**src/hw/rtl/sfl_pkg.sv**
```systemverilog
package sfl_pkg;

   // Sizes of the item fields and defaults of the top-level parameters.
   localparam int MAX_TAPS_DEF   = 256;
   localparam int COEF_FRAC_BITS = 17;
   localparam int SAMPLE_W       = 16;
   localparam int COEF_W         = 18;
   localparam int IDX_W          = 8;
   localparam int TAP_W          = 9;
   localparam int TAP_RESET      = 192;
   localparam int PROD_W         = SAMPLE_W + COEF_W;
   localparam int QUEUE_DEPTH    = 4;
   localparam int REQ_DATA_W     = 64;
   localparam int RSP_DATA_W     = 32;

   // Command carried in req_tuser.
   typedef enum logic [1:0] {
      CMD_FILTER = 2'd0,
      CMD_LOAD   = 2'd1,
      CMD_CLEAR  = 2'd2,
      CMD_UNUSED = 2'd3
   } cmd_type;

   // One queued item as the back end sees it.
   typedef struct packed {
      cmd_type                     cmd;
      logic signed [SAMPLE_W-1:0]  left;
      logic signed [SAMPLE_W-1:0]  right;
      logic [IDX_W-1:0]            idx;
      logic signed [COEF_W-1:0]    coef;
   } item_type;

   // Head of the queue toward the back end.
   typedef struct packed {
      logic     valid;
      item_type item;
   } qhead_type;

   // Status from the back end toward the front end.
   typedef struct packed {
      logic pop;
      logic init_busy;
   } back_stat_type;

   // Back-end sequencer states.
   typedef enum logic [3:0] {
      ST_INIT,
      ST_IDLE,
      ST_LOAD,
      ST_CLEAR,
      ST_WRITE,
      ST_MAC,
      ST_DRAIN,
      ST_SCALE,
      ST_OUT
   } state_type;

endpackage

```
**src/hw/rtl/sfl_front.sv**
```systemverilog
module sfl_front import sfl_pkg::*; #(
   parameter int MAX_TAPS = MAX_TAPS_DEF
) (
   input  logic                  clock,
   input  logic                  reset,
   input  logic                  req_tvalid,
   output logic                  req_tready,
   // left_sample [15:0], right_sample [31:16], coef_index [39:32],
   // coef_value [57:40], zero [63:58]
   input  logic [REQ_DATA_W-1:0] req_tdata,
   // cmd [1:0]
   input  logic [1:0]            req_tuser,
   input  back_stat_type         stat,
   output qhead_type             qhead
);

   localparam int QA_W = $clog2(QUEUE_DEPTH);
   localparam int QC_W = $clog2(QUEUE_DEPTH + 1);

   item_type          item_in;
   logic              keep;
   logic              push;
   logic              accept;
   item_type          mem_ff [QUEUE_DEPTH];
   logic [QA_W-1:0]   wr_ptr_ff, wr_ptr_in;
   logic [QA_W-1:0]   rd_ptr_ff, rd_ptr_in;
   logic [QC_W-1:0]   cnt_ff, cnt_in;

   // Unpack the item and decide whether it has any effect.
   always_comb begin
      item_in.cmd   = cmd_type'(req_tuser);
      item_in.left  = req_tdata[15:0];
      item_in.right = req_tdata[31:16];
      item_in.idx   = req_tdata[39:32];
      item_in.coef  = req_tdata[57:40];
      case (item_in.cmd)
         CMD_FILTER: keep = 1'b1;
         CMD_CLEAR:  keep = 1'b1;
         CMD_LOAD:   keep = (32'(item_in.idx) < 32'(MAX_TAPS));
         default:    keep = 1'b0;
      endcase
   end

   assign req_tready = (cnt_ff != QC_W'(QUEUE_DEPTH)) && !stat.init_busy;
   assign accept     = req_tvalid && req_tready;
   assign push       = accept && keep;

   // Queue pointers and fill count.
   always_comb begin
      wr_ptr_in = wr_ptr_ff;
      rd_ptr_in = rd_ptr_ff;
      cnt_in    = cnt_ff;
      if (push) begin
         wr_ptr_in = (wr_ptr_ff == QA_W'(QUEUE_DEPTH - 1)) ? '0 : wr_ptr_ff + 1'b1;
      end
      if (stat.pop) begin
         rd_ptr_in = (rd_ptr_ff == QA_W'(QUEUE_DEPTH - 1)) ? '0 : rd_ptr_ff + 1'b1;
      end
      if (push && !stat.pop) begin
         cnt_in = cnt_ff + 1'b1;
      end else if (!push && stat.pop) begin
         cnt_in = cnt_ff - 1'b1;
      end
   end

   always_ff @(posedge clock) begin
      if (reset) begin
         wr_ptr_ff <= '0;
         rd_ptr_ff <= '0;
         cnt_ff    <= '0;
      end else begin
         wr_ptr_ff <= wr_ptr_in;
         rd_ptr_ff <= rd_ptr_in;
         cnt_ff    <= cnt_in;
      end
   end

   // Queue storage.
   always_ff @(posedge clock) begin
      if (push) begin
         mem_ff[wr_ptr_ff] <= item_in;
      end
   end

   assign qhead.valid = (cnt_ff != '0);
   assign qhead.item  = mem_ff[rd_ptr_ff];

endmodule

```
**config.mk**
```make
export PLATFORM = sky130hd
export DESIGN_NAME = sfl_front
export DESIGN_NICKNAME = d
export VERILOG_FILES = /design/src/hw/rtl/sfl_pkg.sv /design/src/hw/rtl/sfl_front.sv
export SDC_FILE = /design/constraint.sdc
export NUM_CORES = 1
export LEC_CHECK = 0
export BUFFER_PORTS_ARGS = -buffer_cell sky130_fd_sc_hd__buf_2
export CAP_MARGIN = 20
export CORE_MARGIN = 1
export CORE_UTILIZATION = 56
export CTS_CLUSTER_SIZE = 28
export DETAILED_ROUTE_END_ITERATION = 8
export PLACE_DENSITY = 0.85
export SYNTH_ARGS = -nofsm -noshare
export SYNTH_HDL_FRONTEND = slang
export SYNTH_SLANG_ARGS = --single-unit
```
**constraint.sdc**
```tcl
create_clock -name clock -period 3.1 [get_ports clock]
set_input_delay 0.155 -clock clock [delete_from_list [all_inputs] [get_ports clock]]
set_output_delay 0.155 -clock clock [all_outputs]
set_load 0.02 [all_outputs]
```
==> results of run 1 <==
[logic make-up after synthesis]
kind of cell             Yosys count  synth area share, %
adder cells (fa/ha/maj)            7                 1.03
multiplexers                      62                 14.9
flip-flops                       249                 80.1
AO/OA/AOI/OAI                      8                0.570
XOR/XNOR                           2                0.190
buffers and inverters             20                 2.03
AND/OR/NAND/NOR                   18                 1.22
[registers in the layout, indices dropped and copies added (netlist names), named ones only]
name / count
wr_ptr_ff: 2
cnt_ff: 3
mem_ff: 240
rd_ptr_ff: 2
[cell usage after synthesis]
master,instances
a21bo_2,1
a21boi_0,1
a21oi_1,3
and2_1,4
buf_1,1
buf_12,6
buf_2,6
buf_6,1
clkbuf_1,1
dfxtp_1,9
edfxtp_1,240
fa_1,1
ha_1,6
inv_1,5
mux2i_1,2
mux4_2,60
nand4_1,2
nor2_1,5
nor3_1,1
nor3_2,1
nor3b_1,1
nor3b_2,1
o21ai_0,1
o31ai_1,2
or3_1,2
or3b_2,1
xor2_1,2
[layout make-up]
| cell class | instances | area, um2 | area share, % |
|---|---|---|---|
| Clock buffer | 31 | 648 | 5.67 |
| Timing Repair Buffer | 195 | 1370 | 12.0 |
| Clock inverter | 13 | 68.8 | 0.602 |
| Inverter | 5 | 18.8 | 0.164 |
| Sequential cell | 249 | 7390 | 64.7 |
| Multi-Input combinational cell | 97 | 1660 | 14.5 |
| Tap cell | 216 | 270 | 2.37 |
[per-stage QoR]
stage               util, %  cells
global placement       63.0    700
detailed placement     63.0    700
floorplan                 -    366
finish                 71.4    806
global route           71.4    806
CTS                    71.4    806
[repair_timing]
item,in CTS,in global routing
endpoints found under the setup margin,0,0
buffers inserted,0,0
hold buffers,62,0
hold endpoints to repair,249,0
[routing by layer]
layer | GRT usage [%] | up-vias
met5 | 0 | -
met4 | 6.22 | 0
met3 | 3.73 | 27
met2 | 35.8 | 136
met1 | 25.7 | 2257
li1 | - | 1973
[cell usage in the layout, fill, tap and decap left out]
master / n
a21bo_2: 1
a21boi_0: 1
a21oi_1: 3
and2_4: 4
buf_12: 5
buf_2: 126
buf_4: 2
clkbuf_1: 6
clkbuf_16: 25
clkinv_1: 4
clkinv_2: 6
clkinv_4: 1
clkinvlp_4: 2
dfxtp_1: 7
dfxtp_2: 1
dfxtp_4: 1
dlygate4sd3_1: 62
edfxtp_1: 240
fa_1: 1
ha_1: 6
inv_1: 5
mux2i_1: 2
mux4_2: 60
nand4_1: 2
nor2_1: 5
nor3_1: 1
nor3_2: 1
nor3b_1: 1
nor3b_2: 1
o21ai_0: 1
o31ai_1: 2
or3_1: 2
or3b_2: 1
xor2_1: 2
[worst min-delay path, stage by stage]
cell,delay [ns]
buf_2,0.12
mux2i_1,0.08
nor2_1,0.12
[final timing paths]
check | from | to | slack, ns | depth (start not counted)
max | register | qhead[26] | 0.63 | 3
max reg2reg | cnt_ff[0]$_SDFFE_PP0P_ | cnt_ff[2]$_SDFFE_PP0P_ | 0.76 | 8
min | stat[1] | register | 0.02 | 3
min reg2reg | cnt_ff[2]$_SDFFE_PP0P_ | cnt_ff[2]$_SDFFE_PP0P_ | 0.54 | 2
[power groups by stage]
stage	Combinational (W)	Sequential, W	Clock, W
after detailed placement	0.000620	0.00389	0
after CTS	0.000684	0.00382	0.00267
after global placement	0.000596	0.00388	0
after floorplan	0.000427	0.00387	0
after global routing	0.000727	0.00383	0.00281
final	0.000679	0.00382	0.00263
==> reports/qor.txt, run 1 <==
Antenna Cells: 0
hpwl dp: 9.91 mm
syn nets: 444
NetSw: 0.00156 W
Synth Warn #: 0
detailed router's first-iteration violation count: 261
worst slew pin tran: 0.502 ns
status: finished, final reports clean
Sw Ratio: 21.9%
distinct cell type count of the synthesized netlist: 27
CTS clk-pin slew, worst paths: 0.06 ns
Core Region: 16,000 um2
drt via density: 5.45
CTS tree: yes
register area share after synthesis: 80.1%
final period utilization: 79.6%
slew margin rel.: 66.5%
worst-path cell chain: buf_12 > mux4_2 > buf_2
Yosys top cell area share: 78.1%
number of CTS-inserted buffers: 25
metal2 WL: 8.89 mm
WL final: 16.7 mm
Slew Limit Fails: 0
reported max-cap violation count: 0
setup_tns: 0 ns
Sink Count: 249
clock root cell: clkbuf_16
#FFs+latches synth: 249
All-Layer GR Usage: 20.3%
initial antenna violation count: 0
crit path kind: reg2out
Comb power frac: 9.5%
Crit path max-delay family: flip-flops
DR WL met3: 890 um
DRT Pass-1 Iters: 4
Seq pwr share: 53.6%
Post-CTS Resized: 0
vias in the first global route: 4,713
IO Port Bufs: 126
uppermost routed layer: met4
top cells by area, synth: edfxtp_1, mux4_2, dfxtp_1, buf_12, ha_1
leading area contributor after synthesis: edfxtp_1
clock buffer depth: 3
fraction of layout cells with a size suffix above 1: 40.2%
Clock Skews: 0.0109 ns
# fillers: 986
Clock Power Share: 36.9%
Worst setup SP type: register
pin count of the biggest net entering global routing: 40
gr ovfl total: 0
die extent in y: 130 um
Boundary Pins: 133
Static Leak: 3.89 nW
Final WS setup: 0.632 ns
Mapped Area: 9220 um2
Hold Fails Final Rpt: 0
Highest Clock Rate: 405 MHz
minimum hold slack: 0.0201 ns
Slowest-stage cell, CP: dfxtp_4
dpl ws: 0.774 ns
Vias: 4,393
Final ANT Viol Nets: 0
Avg Cell Area, Syn: 25.2 um2
Pint: 0.00557 W
latest clock arrival within the worst-skew pair: 0.50 ns
WP data arrival: 2.31 ns
DRC viols: 0
endpoint type of the worst setup path: output port
# setup viols final: 0
buffers plus inverters on the worst setup path: 2
row cnt: 46
DP Area: 10,100 um2
area grow syn2layout: 23.8%
Post-layout nets: 651
H-tree depth: 1
metal1 wirelength: 6.61 mm
first-pass GRT wire length: 25.4 mm
die footprint: 17,000 um2
Syn Inst Count: 366
Cell Pwr Density: 624 nW/um2
Routed WL per cell: 20.8 um
Die W: 130 um
RD Place Congestion: 0.698
required time worst endpoint: 2.94 ns
Starting Density: 57.6%
crit-path max cell delay: 0.64 ns
final instance area: 11,400 um2
min-delay worst type: in2reg
RSZ-0062 raised after global routing: no
Max VDD drop: 529 uV
post-layout minimum cycle time: 2.47 ns
Power Total: 0.00713 W
Critical Path Fanout Max: 39
Power figures use the tool's default switching activity.
==> run 2: changes to the inputs <==
- CORE_UTILIZATION: 56 -> 51
- PLACE_DENSITY: 0.85 -> 0.82
- clock period: 3.1 -> 2.1 ns (I/O delays scaled with it)
==> run 2 against run 1 <==
Global-route usage is 1.9 points lower. Sequential power is 47% higher. Setup slack worse by 0.56 ns. Clock-buffer cell count did not move. Power grew 48%. Clock power rose by 47%. First-iteration DRC count down 23%. Register-to-register slack got worse by 0.62 ns. Non-clock buffer count is 9 higher. Routed wire length increased by 0.56%. Critical path type is now in2reg.
==> reports/qor.txt, run 2 (synthesis results as in run 1) <==
Die W: 136 um (+4.7%)
final period utilization: 96.5%
CTS clk-pin slew, worst paths: 0.07 ns (about the same)
Final ANT Viol Nets: 0 (unchanged)
Routed WL per cell: 20.4 um (-1.6%)
Vias: 4,441 (+1.1%)
Critical Path Fanout Max: 6 (-85%)
vias in the first global route: 4,954 (+5.1%)
die extent in y: 136 um (+4.7%)
required time worst endpoint: 2.55 ns (-0.39 ns)
# setup viols final: 0 (unchanged)
HP Start: req_tvalid
Highest Clock Rate: 493 MHz
drt via density: 5.39 (-1.1%)
IO Port Bufs: 126 (unchanged)
Antenna Cells: 0 (unchanged)
H-tree depth: 1 (unchanged)
setup_tns: 0 ns (unchanged)
slew margin rel.: 74.6% (+8.1 points)
clock buffer depth: 3 (unchanged)
Hold Fails Final Rpt: 0 (unchanged)
initial antenna violation count: 0 (unchanged)
WL final: 16.8 mm (+0.56%)
worst-path cell chain: dlygate4sd3_1 > buf_4 > a21bo_2 > nor3_2 > ha_2 > inv_1 > fa_2 > xor2_1 > or3_1 > a21oi_2
Cell Pwr Density: 912 nW/um2 (+46%)
RR Startpoint: cnt_ff[2]$_SDFFE_PP0P_
first-pass GRT wire length: 25.4 mm (-0.19%)
post-layout minimum cycle time: 2.03 ns
Biggest register: mem_ff
status: finished, final reports clean
gr ovfl total: 0 (unchanged)
row cnt: 48 (+4.3%)
hpwl dp: 9.24 mm (-6.7%)
Sink Count: 249 (unchanged)
Clock Skews: 0.0122 ns (+0.00125 ns)
All-Layer GR Usage: 18.4% (-1.9 points)
crit-path max cell delay: 0.55 ns (-0.09 ns)
min-delay worst type: in2reg
Regs by FF count: mem_ff: 240 flops, cnt_ff: 3 flops
area grow syn2layout: 25.3%
reported max-cap violation count: 0 (unchanged)
die footprint: 18,600 um2 (+9.7%)
fin cells: 824 (+2.2%)
Core Region: 17,500 um2 (+9.2%)
DRC viols: 0 (unchanged)
Starting Density: 52.8% (-4.9 points)
# fillers: 1,104 (+12%)
commonest non-fill, non-tap cell in the layout: edfxtp_1
Worst setup SP type: input pin
Max VDD drop: 701 uV (+32%)
worst slew pin tran: 0.381 ns (-0.121 ns)
max FFs per register: 240 (unchanged)
endpoint type of the worst setup path: register
Post-CTS Repair Setup Buffers: 0 (unchanged)
DRT Pass-1 Iters: 5 (+1)
detailed router's first-iteration violation count: 200 (-23%)
number of CTS-inserted buffers: 25 (unchanged)
CTS tree: yes
crit path kind: in2reg
clock root cell: clkbuf_16
latest clock arrival within the worst-skew pair: 0.51 ns (about the same)
Boundary Pins: 133 (unchanged)
WP data arrival: 2.48 ns (+0.17 ns)
Crit. Startpoint: req_tuser[0]
most frequent cells in the layout: edfxtp_1, buf_2, dlygate4sd3_1, mux4_2, clkbuf_16
dpl ws: 0.0510 ns (-0.723 ns)
pin count of the biggest net entering global routing: 61 (+53%)
Slew Limit Fails: 0 (unchanged)
Slowest-stage cell, CP: dlygate4sd3_1
fraction of layout cells with a size suffix above 1: 40.7% (+0.57 points)
Final WS setup: 0.0725 ns (-0.560 ns)
Post-layout nets: 660 (+1.4%)
minimum hold slack: 0.0548 ns (+0.0348 ns)
Static Leak: 3.94 nW (+1.4%)
RSZ-0062 raised after global routing: no
RD Place Congestion: 0.679 (-2.7%)
Post-Place Cells: 715 (+2.1%)
-- run 2: cell types whose count changed in the layout (fill, tap and decap cells not counted), moves of 2 or more --
cell / before / now
buf_4: 2 / 7
clkinv_1: 4 / 8
clkinv_2: 6 / 3
clkinvlp_4: 2 / 0
dlygate4sd3_1: 62 / 64
-- run 2: final timing paths --
kind,to,slack [ns],depth (start not counted)
worst max-delay path,cnt_ff[2]$_SDFFE_PP0P_,0.07,10
worst max register to register,cnt_ff[2]$_SDFFE_PP0P_,0.14,8
worst min register to register,cnt_ff[2]$_SDFFE_PP0P_,0.54,2
worst min-delay path,wr_ptr_ff[0]$_SDFFE_PP0P_,0.05,4
-- run 2: metal layers --
metal / GRT usage (%) / vias to the layer above / wire (um)
met1: 20.8 / 2282 / 6500
met2: 34.5 / 131 / 9130
met5: 0 / - / 0
met4: 5.93 / 0 / 327
met3: 3.58 / 35 / 861
li1: - / 1993 / -
-- run 2: repair_timing --
action / CTS / global route
pin swaps: 0 / 2
endpoints found under the setup margin: 8 / 60
gates cloned: 0 / 1
resized for setup: 1 / 7
endpoints found under the hold margin: 249 / 0
hold buffers: 64 / 0
-- run 2: report_power, final --
part	switching, W	internal, W
clock network	0.00169	0.00218
logic	0.000574	0.000491
registers	0.0000451	0.00558
total	0.00231	0.00824
-- run 2: final cells by class --
| cell class | instances | area [um2] | area share [%] |
|---|---|---|---|
| clock inverter | 13 | 62.6 | 0.541 |
| inverter | 5 | 18.8 | 0.162 |
| sequential | 249 | 7400 | 64.0 |
| clock buffer | 31 | 648 | 5.61 |
| timing repair buffer | 204 | 1490 | 12.9 |
| tap | 225 | 282 | 2.44 |
| multi-input combinational | 97 | 1670 | 14.4 |
-- run 2: stage by stage --
step                      cell area, um2  total power [W]  utilization (%)
after floorplan                     9230          0.00634                -
after global placement             10200          0.00663             58.1
after detailed placement           10200          0.00667             58.1
after CTS                          11500           0.0106             65.9
after global routing               11600           0.0109             66.2
final                              11600           0.0105             66.2
-- run 2: worst max-delay path: cells and delay by family --
kind / cells / cell delay [ns]
XOR/XNOR: 1 / 0.17
adder cells (fa/ha/maj): 2 / 0.55
AND/OR/NAND/NOR: 2 / 0.53
buffers and inverters: 3 / 0.76
AO/OA/AOI/OAI: 2 / 0.37
==> run 3: changes to the inputs <==
- CORE_UTILIZATION: 51 -> 56
- PLACE_DENSITY: 0.82 -> 0.85
- clock period: 2.1 -> 2.08 ns (I/O delays scaled with it)
==> run 3 against run 2 <==
Routed wire length increased by 0.26%. Critical endpoint is now qhead[14]. Die area decreased by 8.8%. Final cell count decreased by 0.24%.
==> reports/qor.txt, run 3 (synthesis results as in run 1) <==
status: finished, final reports clean
minimum hold slack: 0.0823 ns (+0.0275 ns)
post-layout util: 74.0% (+7.8 points)
NetSw: 0.00236 W (+2.2%)
DRC viols: 0 (unchanged)
H-tree depth: 1 (unchanged)
min-delay worst type: in2reg
most frequent cells in the layout: edfxtp_1, buf_2, dlygate4sd3_1, mux4_2, clkbuf_16
Worst setup SP type: register
fraction of layout cells with a size suffix above 1: 43.1% (+2.3 points)
Biggest register: mem_ff
# setup viols final: 0 (unchanged)
Static Leak: 4.08 nW (+3.5%)
CTS clk-pin slew, worst paths: 0.06 ns (about the same)
hpwl dp: 9.56 mm (+3.4%)
RR Startpoint: cnt_ff[2]$_SDFFE_PP0P_
CTS tree: yes
Seq pwr share: 49.8% (-3.5 points)
Post-layout nets: 666 (+0.91%)
Pint: 0.00903 W (+9.6%)
Boundary Pins: 133 (unchanged)
RD Place Congestion: 0.803 (+18%)
RSZ-0062 raised after global routing: yes
vias in the first global route: 4,819 (-2.7%)
die extent in y: 130 um (-4.5%)
WL final: 16.9 mm (+0.26%)
area grow syn2layout: 28.4%
Slew Limit Fails: 0 (unchanged)
Sink Count: 249 (unchanged)
Hold Fails Final Rpt: 0 (unchanged)
reported max-cap violation count: 0 (unchanged)
Core Region: 16,000 um2 (-8.4%)
worst slew pin tran: 0.444 ns (+0.0625 ns)
Hold Path Sink: wr_ptr_ff[1]$_SDFFE_PP0P_
pin count of the biggest net entering global routing: 36 (-41%)
IO Port Bufs: 126 (unchanged)
commonest non-fill, non-tap cell in the layout: edfxtp_1
Final ANT Viol Nets: 0 (unchanged)
Starting Density: 57.6% (+4.9 points)
Highest Clock Rate: 493 MHz
drt via density: 5.47 (+1.5%)
DRT Pass-1 Iters: 5 (unchanged)
die footprint: 17,000 um2 (-8.8%)
Max VDD drop: 710 uV (+1.3%)
max FFs per register: 240 (unchanged)
Clock Skews: 0.0131 ns (+0.000918 ns)
Sw Ratio: 20.7% (-1.2 points)
Regs by FF count: mem_ff: 240 flops, cnt_ff: 3 flops
flop2flop setup slack: 0.13 ns (about the same)
number of CTS-inserted buffers: 24 (-4.0%)
first-pass GRT wire length: 25.1 mm (-0.95%)
Clock Power Share: 40.4% (+3.8 points)
WP data arrival: 1.93 ns (-0.55 ns)
HP Start: req_tvalid
crit path kind: reg2out
Reg2Reg Depth: 8 (unchanged)
slew margin rel.: 70.4% (-4.2 points)
Vias: 4,496 (+1.2%)
All-Layer GR Usage: 19.9% (+1.6 points)
latest clock arrival within the worst-skew pair: 0.50 ns (about the same)
post-layout minimum cycle time: 2.03 ns
gr ovfl total: 0 (unchanged)
clock root cell: clkbuf_16
# fillers: 919 (-17%)
detailed router's first-iteration violation count: 286 (+43%)
Comb power frac: 9.7% (-0.4 points)
initial antenna violation count: 0 (unchanged)
clock buffer depth: 3 (unchanged)
Cell Pwr Density: 962 nW/um2 (+5.4%)
WHS Path Cells: 4 (unchanged)
row cnt: 46 (-4.2%)
Antenna Cells: 0 (unchanged)
Routed WL per cell: 20.5 um (+0.50%)
endpoint type of the worst setup path: output port
Critical Path Fanout Max: 16 (+10)
required time worst endpoint: 1.98 ns (-0.57 ns)
final period utilization: 97.6%
Critical R2R Capture: cnt_ff[2]$_SDFFE_PP0P_
Die W: 130 um (-4.5%)
[run 3: cell types whose count changed in the layout (fill, tap and decap cells not counted), moves of 2 or more]
| cell | delta |
|---|---|
| clkinv_1 | -8 |
| buf_12 | +7 |
| clkbuf_8 | +5 |
| bufinv_16 | +4 |
| clkbuf_1 | -2 |
[run 3: layout make-up]
| class | count | area, um2 | share of cell area [%] |
|---|---|---|---|
| clock buffers | 34 | 709 | 5.99 |
| inverters | 5 | 18.8 | 0.159 |
| multi-input cells | 97 | 1670 | 14.1 |
| clock inverters | 10 | 158 | 1.33 |
| repair buffers | 211 | 1620 | 13.7 |
| well taps | 216 | 270 | 2.28 |
| flip-flops and latches | 249 | 7390 | 62.4 |
[run 3: worst max path at each step]
stage	depth (start not counted)	startpoint	slack (ns)	end
5_1_grt	4	register	-0.005	qhead[14]
3_5_place_dp	8	cnt_ff[1]$_SDFFE_PP0P_	-0.01	cnt_ff[2]$_SDFFE_PP0P_
4_1_cts	8	cnt_ff[2]$_SDFFE_PP0P_	0.006	cnt_ff[2]$_SDFFE_PP0P_
3_3_place_gp	8	cnt_ff[2]$_SDFFE_PP0P_	0.12	cnt_ff[2]$_SDFFE_PP0P_
6_report	4	register	0.05	qhead[14]
2_1_floorplan	8	cnt_ff[0]$_SDFFE_PP0P_	0.06	cnt_ff[2]$_SDFFE_PP0P_
[run 3: timing repair]
item	in CTS	in global routing
hold buffers	63	0
cloned	0	1
setup endpoints to repair	49	14
endpoints found under the hold margin	249	0
setup buffers	4	1
resized for setup	1	6
pin swaps	0	2
[run 3: power groups by stage]
stage	Sequential [W]	Combinational [W]	Clock (W)
after global placement	0.00578	0.000933	0
after detailed placement	0.00579	0.000962	0
after global routing	0.00569	0.00118	0.00487
final	0.00568	0.00111	0.00461
after CTS	0.00568	0.00109	0.00467
after floorplan	0.00577	0.000636	0
[run 3: critical path, stage by stage, from the launching register on]
cell	delay [ns]
dfxtp_4	0.40
buf_12	0.13
buf_12	0.18
mux4_2	0.54
buf_2	0.18
[run 3: metrics by stage]
step	cell area (um2)	setup slack (ns)	power [W]	setup TNS, ns	cells
after CTS	11800	0.00557	0.0114	0	820
after global routing	11800	-0.00528	0.0117	-0.0115	822
after floorplan	9230	0.0609	0.00640	0	366
after global placement	10200	0.124	0.00671	0	709
final	11800	0.0498	0.0114	0	822
after detailed placement	10200	-0.0107	0.00675	-0.0107	709
[run 3: per-layer routing]
layer	vias up	part of all wire [%]	GRT usage (%)
met4	0	1.7	6.02
met1	2304	41	26.6
li1	2008	-	-
met2	158	51	33.8
met5	-	0	0
met3	26	5.6	3.73
